### config.mk
export PLATFORM = sky130hd
export DESIGN_NAME = text_message_reassembler_flat
export DESIGN_NICKNAME = d
export VERILOG_FILES = /design/src/sv/tmr_pkg.sv /design/src/sv/tmr_blk_if.sv /design/src/sv/tmr_res_if.sv /design/src/sv/tmr_ram.sv /design/src/sv/tmr_front.sv /design/src/sv/tmr_queue.sv /design/src/sv/tmr_back.sv /design/src/sv/text_message_reassembler.sv /design/src/flat_wrapper.sv
export SDC_FILE = /design/constraint.sdc
export NUM_CORES = 1
export LEC_CHECK = 0
export ABC_AREA = 1
export BUFFER_PORTS_ARGS = -buffer_cell sky130_fd_sc_hd__buf_4
export CAP_MARGIN = 10
export CORE_MARGIN = 2
export CORE_UTILIZATION = 55
export DETAILED_ROUTE_END_ITERATION = 6
export GPL_TIMING_DRIVEN = 0
export PLACE_DENSITY = 0.78
export SYNTH_ARGS = -nofsm -noshare
export SYNTH_HDL_FRONTEND = slang
export SYNTH_SLANG_ARGS = --single-unit
### constraint.sdc
create_clock -name clk -period 5.9 [get_ports clk]
set_input_delay 0 -clock clk [delete_from_list [all_inputs] [get_ports clk]]
set_output_delay 0 -clock clk [all_outputs]
set_load 0.05 [all_outputs]
### src/sv/tmr_pkg.sv
// tmr_pkg: shared types and constants of the text message reassembler
// no dependencies; compiled first

package tmr_pkg;

	localparam int BLOCK_BYTES = 13;
	localparam int BLOCK_COUNT = 4;
	localparam int SLOT_W      = 2;
	localparam int OFF_W       = 4;
	localparam int TEXT_W      = BLOCK_BYTES * 8;

	// valid total-block masks (upper control nibble)
	localparam logic [3:0] TOTAL_ONE   = 4'h1;
	localparam logic [3:0] TOTAL_TWO   = 4'h3;
	localparam logic [3:0] TOTAL_THREE = 4'h7;
	localparam logic [3:0] TOTAL_FOUR  = 4'hf;

	// one-hot block indexes (lower control nibble)
	localparam logic [3:0] INDEX_0 = 4'h1;
	localparam logic [3:0] INDEX_1 = 4'h2;
	localparam logic [3:0] INDEX_2 = 4'h4;
	localparam logic [3:0] INDEX_3 = 4'h8;

	localparam logic [7:0] SPACE_CHAR = 8'h20;
	localparam logic [7:0] GRAPH_LO   = 8'h21;
	localparam logic [7:0] GRAPH_HI   = 8'h7e;

	localparam logic [OFF_W-1:0] LAST_OFF = OFF_W'(BLOCK_BYTES - 1);

	typedef enum logic [1:0] {
		KIND_IGNORE,
		KIND_BAD,
		KIND_STORE
	} kind_t;

	// one classified block request, front to back
	typedef struct packed {
		kind_t              kind;
		logic [SLOT_W-1:0]  slot;
		logic [7:0]         ctl;
		logic [TEXT_W-1:0]  text;
		logic               nonempty;
		logic [OFF_W-1:0]   first_off;
		logic [OFF_W-1:0]   last_off;
	} cmd_t;

	// one result item
	typedef struct packed {
		logic       acc;
		logic       comp;
		logic       has;
		logic [7:0] ch;
		logic       last;
	} res_t;

endpackage

### src/sv/tmr_blk_if.sv
// tmr_blk_if: block request channel (valid/ready plus block payload)
// no dependencies

interface tmr_blk_if;
	logic        valid;
	logic        ready;
	logic [7:0]  control_byte;
	logic [63:0] payload_low;
	logic [39:0] payload_high;

	modport source (output valid, control_byte, payload_low, payload_high, input ready);
	modport sink   (input valid, control_byte, payload_low, payload_high, output ready);
endinterface

### src/sv/tmr_res_if.sv
// tmr_res_if: result channel (valid/ready plus result fields)
// no dependencies

interface tmr_res_if;
	logic       valid;
	logic       ready;
	logic       block_accepted;
	logic       message_complete;
	logic       has_char;
	logic [7:0] char_value;
	logic       last_result;

	modport source (output valid, block_accepted, message_complete, has_char, char_value,
		last_result, input ready);
	modport sink   (input valid, block_accepted, message_complete, has_char, char_value,
		last_result, output ready);
endinterface

### src/sv/tmr_ram.sv
// tmr_ram: generic single-write, single-read ram with registered read data
// no dependencies

module tmr_ram #(
	parameter int WIDTH = 8,
	parameter int DEPTH = 4
) (
	input  logic                     clk,
	input  logic                     we,
	input  logic [$clog2(DEPTH)-1:0] waddr,
	input  logic [WIDTH-1:0]         wdata,
	input  logic [$clog2(DEPTH)-1:0] raddr,
	output logic [WIDTH-1:0]         rdata
);

	logic [WIDTH-1:0] mem_q [DEPTH];
	logic [WIDTH-1:0] rdata_q;

	always_ff @(posedge clk) begin
		if (we) begin
			mem_q[waddr] <= wdata;
		end
		rdata_q <= mem_q[raddr];
	end

	assign rdata = rdata_q;

endmodule

### src/sv/tmr_front.sv
// tmr_front: decodes the control byte, cleans the payload, finds trim offsets
// depends on tmr_pkg and tmr_blk_if

module tmr_front import tmr_pkg::*; (
	tmr_blk_if.sink blk,
	output cmd_t    cmd,
	output logic    cmd_valid,
	input  logic    cmd_ready
);

	logic [3:0]        total;
	logic [3:0]        index;
	logic              total_ok;
	logic              index_ok;
	logic [SLOT_W-1:0] slot;
	logic [TEXT_W-1:0] raw;
	logic [TEXT_W-1:0] text;
	logic [BLOCK_BYTES-1:0] graph;
	logic [OFF_W-1:0]  first_off;
	logic [OFF_W-1:0]  last_off;
	logic [7:0]        b;

	assign total = blk.control_byte[7:4];
	assign index = blk.control_byte[3:0];
	assign raw   = {blk.payload_high, blk.payload_low};

	assign total_ok = (total == TOTAL_ONE) || (total == TOTAL_TWO) ||
		(total == TOTAL_THREE) || (total == TOTAL_FOUR);

	always_comb begin
		index_ok = 1'b1;
		slot     = '0;
		case (index)
			INDEX_0: slot = 2'd0;
			INDEX_1: slot = 2'd1;
			INDEX_2: slot = 2'd2;
			INDEX_3: slot = 2'd3;
			default: index_ok = 1'b0;
		endcase
	end

	// non-graphic bytes become spaces
	always_comb begin
		text  = '0;
		graph = '0;
		b     = '0;
		for (int i = 0; i < BLOCK_BYTES; i++) begin
			b = raw[i*8 +: 8];
			graph[i] = (b >= GRAPH_LO) && (b <= GRAPH_HI);
			text[i*8 +: 8] = graph[i] ? b : SPACE_CHAR;
		end
	end

	// first and last graphic byte within the block
	always_comb begin
		first_off = '0;
		last_off  = '0;
		for (int i = BLOCK_BYTES - 1; i >= 0; i--) begin
			if (graph[i]) first_off = OFF_W'(i);
		end
		for (int i = 0; i < BLOCK_BYTES; i++) begin
			if (graph[i]) last_off = OFF_W'(i);
		end
	end

	always_comb begin
		cmd.kind      = KIND_STORE;
		if (blk.control_byte == 8'h00) cmd.kind = KIND_IGNORE;
		else if (!total_ok || !index_ok) cmd.kind = KIND_BAD;
		cmd.slot      = slot;
		cmd.ctl       = blk.control_byte;
		cmd.text      = text;
		cmd.nonempty  = |graph;
		cmd.first_off = first_off;
		cmd.last_off  = last_off;
	end

	assign cmd_valid = blk.valid;
	assign blk.ready = cmd_ready;

endmodule

### src/sv/tmr_queue.sv
// tmr_queue: short fifo of classified block requests between front and back
// depends on tmr_pkg

module tmr_queue import tmr_pkg::*; #(
	parameter int DEPTH = 2
) (
	input  logic clk,
	input  logic arst_n,
	input  cmd_t push_data,
	input  logic push_valid,
	output logic push_ready,
	output cmd_t pop_data,
	output logic pop_valid,
	input  logic pop_ready
);

	localparam int PTR_W = (DEPTH > 1) ? $clog2(DEPTH) : 1;
	localparam int CNT_W = $clog2(DEPTH + 1);

	cmd_t             entries_q [DEPTH];
	logic [PTR_W-1:0] wr_ptr_q;
	logic [PTR_W-1:0] rd_ptr_q;
	logic [CNT_W-1:0] count_q;
	logic             do_push;
	logic             do_pop;

	assign push_ready = (count_q != CNT_W'(DEPTH));
	assign pop_valid  = (count_q != '0);
	assign pop_data   = entries_q[rd_ptr_q];
	assign do_push    = push_valid && push_ready;
	assign do_pop     = pop_valid && pop_ready;

	always_ff @(posedge clk or negedge arst_n) begin
		if (!arst_n) begin
			wr_ptr_q <= '0;
			rd_ptr_q <= '0;
			count_q  <= '0;
		end else begin
			if (do_push) begin
				wr_ptr_q <= (wr_ptr_q == PTR_W'(DEPTH - 1)) ? '0 : wr_ptr_q + 1'b1;
			end
			if (do_pop) begin
				rd_ptr_q <= (rd_ptr_q == PTR_W'(DEPTH - 1)) ? '0 : rd_ptr_q + 1'b1;
			end
			if (do_push && !do_pop) count_q <= count_q + 1'b1;
			else if (do_pop && !do_push) count_q <= count_q - 1'b1;
		end
	end

	always_ff @(posedge clk) begin
		if (do_push) begin
			entries_q[wr_ptr_q] <= push_data;
		end
	end

endmodule

### src/sv/tmr_back.sv
// tmr_back: applies block requests to the slot store and emits result items
// depends on tmr_pkg, tmr_res_if and tmr_ram

module tmr_back import tmr_pkg::*; (
	input  logic             clk,
	input  logic             arst_n,
	input  cmd_t             q_cmd,
	input  logic             q_valid,
	output logic             q_ready,
	tmr_res_if.source        res
);

	typedef enum logic [1:0] {
		S_IDLE,
		S_CHECK,
		S_LOAD,
		S_EMIT
	} state_t;

	state_t             state_q;
	logic [7:0]         seen_q;
	logic [BLOCK_COUNT-1:0] written_q;
	logic [BLOCK_COUNT-1:0] nonempty_q;
	logic [OFF_W-1:0]   first_off_q [BLOCK_COUNT];
	logic [OFF_W-1:0]   last_off_q  [BLOCK_COUNT];
	logic [SLOT_W-1:0]  cur_slot_q;
	logic [OFF_W-1:0]   cur_off_q;
	logic [SLOT_W-1:0]  end_slot_q;
	logic [OFF_W-1:0]   end_off_q;
	logic               out_valid_q;
	res_t               out_q;

	logic               out_free;
	logic               pop;
	logic               complete;
	logic               run;
	logic               res_load;
	logic [BLOCK_COUNT-1:0] use_slot;
	logic [SLOT_W-1:0]  start_slot;
	logic [OFF_W-1:0]   start_off;
	logic [SLOT_W-1:0]  stop_slot;
	logic [OFF_W-1:0]   stop_off;
	logic [TEXT_W-1:0]  ram_rdata;
	logic [7:0]         cur_byte;
	logic               last_char;

	function automatic res_t make_res(logic acc, logic comp, logic has, logic [7:0] ch,
		logic last);
		res_t r;
		r.acc  = acc;
		r.comp = comp;
		r.has  = has;
		r.ch   = ch;
		r.last = last;
		return r;
	endfunction

	assign out_free = !out_valid_q || res.ready;
	assign q_ready  = (state_q == S_IDLE) && ((q_cmd.kind == KIND_STORE) || out_free);
	assign pop      = q_valid && q_ready;
	assign complete = (seen_q[3:0] == seen_q[7:4]);

	tmr_ram #(
		.WIDTH (TEXT_W),
		.DEPTH (BLOCK_COUNT)
	) u_text_ram (
		.clk   (clk),
		.we    (pop && (q_cmd.kind == KIND_STORE)),
		.waddr (q_cmd.slot),
		.wdata (q_cmd.text),
		.raddr (cur_slot_q),
		.rdata (ram_rdata)
	);

	// text runs over the written prefix of slots; trim to first/last graphic byte
	always_comb begin
		run        = 1'b1;
		use_slot   = '0;
		start_slot = '0;
		start_off  = '0;
		stop_slot  = '0;
		stop_off   = '0;
		for (int s = 0; s < BLOCK_COUNT; s++) begin
			run = run && written_q[s];
			use_slot[s] = run && nonempty_q[s];
		end
		for (int s = BLOCK_COUNT - 1; s >= 0; s--) begin
			if (use_slot[s]) begin
				start_slot = SLOT_W'(s);
				start_off  = first_off_q[s];
			end
		end
		for (int s = 0; s < BLOCK_COUNT; s++) begin
			if (use_slot[s]) begin
				stop_slot = SLOT_W'(s);
				stop_off  = last_off_q[s];
			end
		end
	end

	// a new result goes into the output register this cycle
	always_comb begin
		res_load = 1'b0;
		case (state_q)
			S_IDLE:  res_load = pop && (q_cmd.kind != KIND_STORE);
			S_CHECK: res_load = out_free && !(complete && (use_slot != '0));
			S_EMIT:  res_load = out_free;
			default: res_load = 1'b0;
		endcase
	end

	assign cur_byte  = ram_rdata[{cur_off_q, 3'b000} +: 8];
	assign last_char = (cur_slot_q == end_slot_q) && (cur_off_q == end_off_q);

	always_ff @(posedge clk or negedge arst_n) begin
		if (!arst_n) begin
			state_q     <= S_IDLE;
			seen_q      <= '0;
			written_q   <= '0;
			nonempty_q  <= '0;
			for (int s = 0; s < BLOCK_COUNT; s++) begin
				first_off_q[s] <= '0;
				last_off_q[s]  <= '0;
			end
			cur_slot_q  <= '0;
			cur_off_q   <= '0;
			end_slot_q  <= '0;
			end_off_q   <= '0;
			out_valid_q <= 1'b0;
			out_q       <= '0;
		end else begin
			if (out_valid_q && res.ready && !res_load) out_valid_q <= 1'b0;
			case (state_q)
				S_IDLE: begin
					if (pop) begin
						case (q_cmd.kind)
							KIND_STORE: begin
								seen_q                  <= seen_q | q_cmd.ctl;
								written_q[q_cmd.slot]   <= 1'b1;
								nonempty_q[q_cmd.slot]  <= q_cmd.nonempty;
								first_off_q[q_cmd.slot] <= q_cmd.first_off;
								last_off_q[q_cmd.slot]  <= q_cmd.last_off;
								state_q                 <= S_CHECK;
							end
							KIND_BAD: begin
								seen_q      <= '0;
								written_q   <= '0;
								out_valid_q <= 1'b1;
								out_q       <= make_res(1'b0, 1'b0, 1'b0, 8'h00, 1'b1);
							end
							default: begin
								out_valid_q <= 1'b1;
								out_q       <= make_res(1'b0, 1'b0, 1'b0, 8'h00, 1'b1);
							end
						endcase
					end
				end
				S_CHECK: begin
					if (!complete) begin
						if (out_free) begin
							out_valid_q <= 1'b1;
							out_q       <= make_res(1'b1, 1'b0, 1'b0, 8'h00, 1'b1);
							state_q     <= S_IDLE;
						end
					end else if (use_slot == '0) begin
						if (out_free) begin
							out_valid_q <= 1'b1;
							out_q       <= make_res(1'b1, 1'b1, 1'b0, 8'h00, 1'b1);
							state_q     <= S_IDLE;
						end
					end else begin
						cur_slot_q <= start_slot;
						cur_off_q  <= start_off;
						end_slot_q <= stop_slot;
						end_off_q  <= stop_off;
						state_q    <= S_LOAD;
					end
				end
				S_LOAD: begin
					state_q <= S_EMIT;
				end
				S_EMIT: begin
					if (out_free) begin
						out_valid_q <= 1'b1;
						out_q       <= make_res(1'b1, 1'b1, 1'b1, cur_byte, last_char);
						if (last_char) begin
							state_q <= S_IDLE;
						end else if (cur_off_q == LAST_OFF) begin
							cur_slot_q <= cur_slot_q + 1'b1;
							cur_off_q  <= '0;
							state_q    <= S_LOAD;
						end else begin
							cur_off_q <= cur_off_q + 1'b1;
						end
					end
				end
				default: begin
					state_q <= S_IDLE;
				end
			endcase
		end
	end

	assign res.valid            = out_valid_q;
	assign res.block_accepted   = out_q.acc;
	assign res.message_complete = out_q.comp;
	assign res.has_char         = out_q.has;
	assign res.char_value       = out_q.ch;
	assign res.last_result      = out_q.last;

endmodule

### src/sv/text_message_reassembler.sv
// text_message_reassembler: top level of the text message block reassembler
// depends on tmr_pkg, tmr_blk_if, tmr_res_if, tmr_front, tmr_queue, tmr_back

// Takes one 13-byte text block per request on blk and answers on res. The
// front decodes the control byte (upper nibble: mask of blocks in the
// message, lower nibble: one-hot block index), turns non-graphic payload
// bytes into spaces and finds the first and last graphic byte of the block;
// the request then waits in a short queue (QUEUE_DEPTH entries) so blk keeps
// flowing while the back is busy emitting. The back owns the seen mask and
// the four block slots (one 104-bit ram row each, plus per-slot written and
// trim bits in flops, so reset needs no clearing pass). A zero control byte
// gives one empty result; a malformed one clears the message and gives one
// empty result; a stored block that does not finish the message gives one
// result with block_accepted set. When the mask nibbles match, the text
// (written slots from slot 0 on, trimmed of outer spaces) is sent one
// character per result with last_result on the final one, or as one result
// with no character if that text is empty. The back takes no new request
// until it is back in idle; it sends one character per cycle while res is
// ready, from a single registered ram read port, and passes through a
// reload state before each further slot.

module text_message_reassembler import tmr_pkg::*; #(
	parameter int QUEUE_DEPTH = 2
) (
	input  logic      clk,
	input  logic      arst_n,
	tmr_blk_if.sink   blk,
	tmr_res_if.source res
);

	// front to queue
	cmd_t front_cmd;
	logic front_valid;
	logic front_ready;

	// queue to back
	cmd_t back_cmd;
	logic back_valid;
	logic back_ready;

	// decode and clean the incoming block
	tmr_front u_front (
		.blk       (blk),
		.cmd       (front_cmd),
		.cmd_valid (front_valid),
		.cmd_ready (front_ready)
	);

	// decouples block intake from character emission
	tmr_queue #(
		.DEPTH (QUEUE_DEPTH)
	) u_queue (
		.clk        (clk),
		.arst_n     (arst_n),
		.push_data  (front_cmd),
		.push_valid (front_valid),
		.push_ready (front_ready),
		.pop_data   (back_cmd),
		.pop_valid  (back_valid),
		.pop_ready  (back_ready)
	);

	// slot store, seen mask and result sequencer
	tmr_back u_back (
		.clk     (clk),
		.arst_n  (arst_n),
		.q_cmd   (back_cmd),
		.q_valid (back_valid),
		.q_ready (back_ready),
		.res     (res)
	);

endmodule

### src/flat_wrapper.sv
// flat-port wrapper written by rule: the top's interface ports become plain ports
module text_message_reassembler_flat import tmr_pkg::*;
#(
	parameter int QUEUE_DEPTH = 2
)
  (clk, arst_n, blk_valid, blk_control_byte, blk_payload_low, blk_payload_high, blk_ready, res_valid, res_block_accepted, res_message_complete, res_has_char, res_char_value, res_last_result, res_ready);
  tmr_blk_if blk_i ();
  tmr_res_if res_i ();
  input  logic clk;
  input  logic arst_n;
  input wire logic [$bits(blk_i.valid)-1:0] blk_valid;
  input wire logic [$bits(blk_i.control_byte)-1:0] blk_control_byte;
  input wire logic [$bits(blk_i.payload_low)-1:0] blk_payload_low;
  input wire logic [$bits(blk_i.payload_high)-1:0] blk_payload_high;
  output wire logic [$bits(blk_i.ready)-1:0] blk_ready;
  output wire logic [$bits(res_i.valid)-1:0] res_valid;
  output wire logic [$bits(res_i.block_accepted)-1:0] res_block_accepted;
  output wire logic [$bits(res_i.message_complete)-1:0] res_message_complete;
  output wire logic [$bits(res_i.has_char)-1:0] res_has_char;
  output wire logic [$bits(res_i.char_value)-1:0] res_char_value;
  output wire logic [$bits(res_i.last_result)-1:0] res_last_result;
  input wire logic [$bits(res_i.ready)-1:0] res_ready;
  assign blk_i.valid = blk_valid;
  assign blk_i.control_byte = blk_control_byte;
  assign blk_i.payload_low = blk_payload_low;
  assign blk_i.payload_high = blk_payload_high;
  assign blk_ready = blk_i.ready;
  assign res_valid = res_i.valid;
  assign res_block_accepted = res_i.block_accepted;
  assign res_message_complete = res_i.message_complete;
  assign res_has_char = res_i.has_char;
  assign res_char_value = res_i.char_value;
  assign res_last_result = res_i.last_result;
  assign res_i.ready = res_ready;
  text_message_reassembler #(.QUEUE_DEPTH(QUEUE_DEPTH)) u_core (.clk(clk), .arst_n(arst_n), .blk(blk_i), .res(res_i));
endmodule
==> impl_results.md <==
* Final min period at 3960 ps
* RSZ-0062 raised after global routing: no
* Die Y-Extent at 248 um
* CTS max path bufs at 3
* Clk slew on worst S/H paths at 60 ps
* Final Setup Violations at 0
* # placed instances at 3,728
* Tot Pwr at 18.3 mW
* Synth unique cells at 44
* Layout Cells excl Fill at 3,997
* CP max stage cell: buf_6
* CP Capture Type: flip-flop
* Cell family with most CP delay: buffers and inverters
* Synthesis Warnings at 0
* Rows at 89
* Post-Place Setup Slack at 1960 ps
* Clock Latency Late Sink at 630 ps
* Gr usage total at 0.265
* Critical path required time at 6120 ps
* CTS tree: built
* Pins Over Slew Limit at 0
* Global-route wire length before repair at 124 mm
* Vias in the first global route at 22,800
* Seq/Total Area, Yosys at 0.734
* DRC viols at 0
* Final Worst Setup Slack at 1940 ps
* Power per Cell Area at 472 mW/mm^2
* Mapped Area at 0.0328 mm^2
* Buffers on Ports at 129
* Worst setup path class: reg -> reg
* # Post-CTS Setup Buffers at 0
* Top-area cell type share of the netlist area at 0.610
* Top cell by count, worst path: buf_6
* Headroom to the max-slew limit at 0.154
* Hold slack at 81.6 ps
* Final core occ at 0.658
* Clock Root Buffer: clkbuf_16
* Worst path cell trace: buf_6, clkbuf_1, o21ai_0, inv_1, ha_1, nand2_1, nor3_4, buf_6
* Tcrit/Tclk final at 0.672
* Pre-antenna DRT Iters at 6
* Hold Path Class: in -> reg
* Num CTS Buffers at 83
* Mean area per synthesized cell at 11.7 um^2
* Worst Skew at 22.7 ps
* Initial drt markers at 2,552
* Fill count at 4,059
* Via density at 5.73
* CP peak stage delay at 910 ps
* Clock Sinks at 849
* Die area at 0.0616 mm^2
* CP bufs+invs at 4
* Placed cell area at 0.0350 mm^2
* Achievable frequency at 252 MHz
* Largest net degree at the start of global routing at 114
* Synth area leaders: edfxtp_1, dfxtp_1, nand2_1, dfrtp_1, nor2_1
* Hold Fails Final Rpt at 0
* Slew @ Worst Pin at 1270 ps
* Max IR drop VDD at 0.000247 V
* Seq cells post-synth at 849
* HPWL Detailed at 51.7 mm
* Critical Path Source Type: flip-flop
* Core footprint at 0.0590 mm^2
* Initial antenna violation count at 3
* H-tree depth at 3
* Gpl congestion at 0.890
* CTS Hold Buffers Added at 117
* Setup TNS at 0 ps
* GR Overflow Total at 0
* Critical Path Fanout Max at 113
* Boundary pin count at 130
* Starting Density at 0.556
* Layout cells sized above 1 at 0.0984
* Total leakage power at 15.0 nW
* Status: completed
* Post-synth EDFFs at 666
* Leading area contributor after synthesis: edfxtp_1
* Final nets at 3,278
* DRT Wirelength at 81.6 mm
* Maxcap violations at 0
* Routed len/inst at 20.4 um
* PostCTS Resize Cnt at 0
* Die width at 248 um
* Final Cell Area at 0.0388 mm^2
* Top_reg_cell synth: edfxtp_1
* Area grow syn2layout at 18.4%
* Post-Syn Instances at 2,794
* Detailed-route via count at 22,900
* Async SR Flop Fraction at 0.0931
* Worst EP arrival at 4180 ps
* Antenna-violating nets left at 0
-- Yosys cell counts (all sizes together), types with 6 or more instances --
cell / count
nand4: 32
o22ai: 107
nor2: 417
a22oi: 9
dfxtp: 104
o21ai: 303
dfrtp: 79
or2: 16
nand3: 74
edfxtp: 666
a21oi: 46
xor2: 6
clkbuf: 100
o2111ai: 10
nand2: 556
buf: 24
nor3: 10
inv: 171
a31oi: 35
o221ai: 6
-- registers in the layout (all words and copies together) (netlist names), 4 cells and up --
register / cells
u_core.u_back.u_text_ram.mem_q: 416
u_core.u_queue.entries_q: 250
u_core.u_back.u_text_ram.rdata: 104
u_core.u_back.first_off_q: 16
u_core.u_back.last_off_q: 16
u_core.u_back.res.char_value: 8
u_core.u_back.seen_q: 8
u_core.u_back.cur_off_q: 4
u_core.u_back.end_off_q: 4
u_core.u_back.nonempty_q: 4
u_core.u_back.written_q: 4
-- tightest hold or removal path, cell delays in order --
cell,delay (ps)
buf_4,110
o21ai_0,70
a21oi_1,90
nand2_1,180
nor2_1,80
-- logic make-up (layout without fill, tap and decap cells) --
| kind of cell | Yosys count | count (layout) | synth area share |
|---|---|---|---|
| DFF | 849 | 849 | 0.734 |
| adders and majority gates | 5 | 5 | 0.00191 |
| xor gates and xnor gates | 9 | 9 | 0.00240 |
| buffers and inverters | 298 | 702 | 0.0360 |
| other | 1 | 27 | 0.000114 |
| and+or+nand+nor | 1109 | 1109 | 0.137 |
| AOI/OAI and AO/OA | 523 | 523 | 0.0893 |
-- final timing paths --
kind,slack (ps),start,depth (start not counted),end
worst max-delay path,1940,u_core.u_queue.rd_ptr_q$_DFFE_PN0N_,8,u_core.u_back.u_text_ram.mem_q[1][65]$_DFFE_PP_
worst min-delay path,80,blk_payload_low[5],5,u_core.u_queue.entries_q[1][10]$_DFFE_PP_
worst max register to register,1940,u_core.u_queue.rd_ptr_q$_DFFE_PN0N_,8,u_core.u_back.u_text_ram.mem_q[1][65]$_DFFE_PP_
worst min register to register,490,u_core.u_queue.count_q[0]$_DFFE_PN0P_,1,u_core.u_queue.count_q[0]$_DFFE_PN0P_
max in group asynchronous,5110,arst_n,2,u_core.u_back.seen_q[5]$_DFFE_PN0P_
min in group asynchronous,100,arst_n,2,u_core.u_back.res.char_value[2]$_DFFE_PN0P_
-- report_power, final --
group	internal, mW	switching, mW
logic	1.19	3.38
registers	8.14	0.429
clock network	3.01	2.19
total	12.3	6.00
-- layout make-up --
class | instances | area, um^2 | share of cell area
multi-input cells | 1672 | 7660 | 0.197
plain buffers | 124 | 527 | 0.0136
well taps | 773 | 967 | 0.0249
repair buffers | 253 | 2290 | 0.0589
flip-flops and latches | 849 | 24100 | 0.620
clock buffers | 118 | 2350 | 0.0606
clock inverters | 33 | 317 | 0.00815
diodes | 1 | 2.50 | 0.0000644
inverters | 174 | 661 | 0.0170
-- per-layer routing --
metal  vias up  global-route usage  share of wire
met5         -                   0        0.00031
met3       194              0.0406          0.078
met4         4               0.102          0.033
met1     11200               0.344           0.39
li1      10500                   -              -
met2      1054               0.453           0.50
-- cells in the final DEF (no fill, tap or decap), types with 16 or more instances in the layout --
master	Yosys	layout
edfxtp_1	666	666
nand2_1	554	554
nor2_1	413	411
o21ai_0	299	299
inv_1	167	167
buf_4	0	129
clkbuf_1	100	118
dlygate4sd3_1	0	117
o22ai_1	107	107
dfxtp_1	104	104
clkbuf_16	0	84
dfrtp_1	79	79
nand3_1	73	73
a21oi_1	46	46
a31oi_1	35	35
nand4_1	32	32
conb_1	1	26
clkinv_2	0	16
Note: power is estimated with default switching activity, not from simulation.
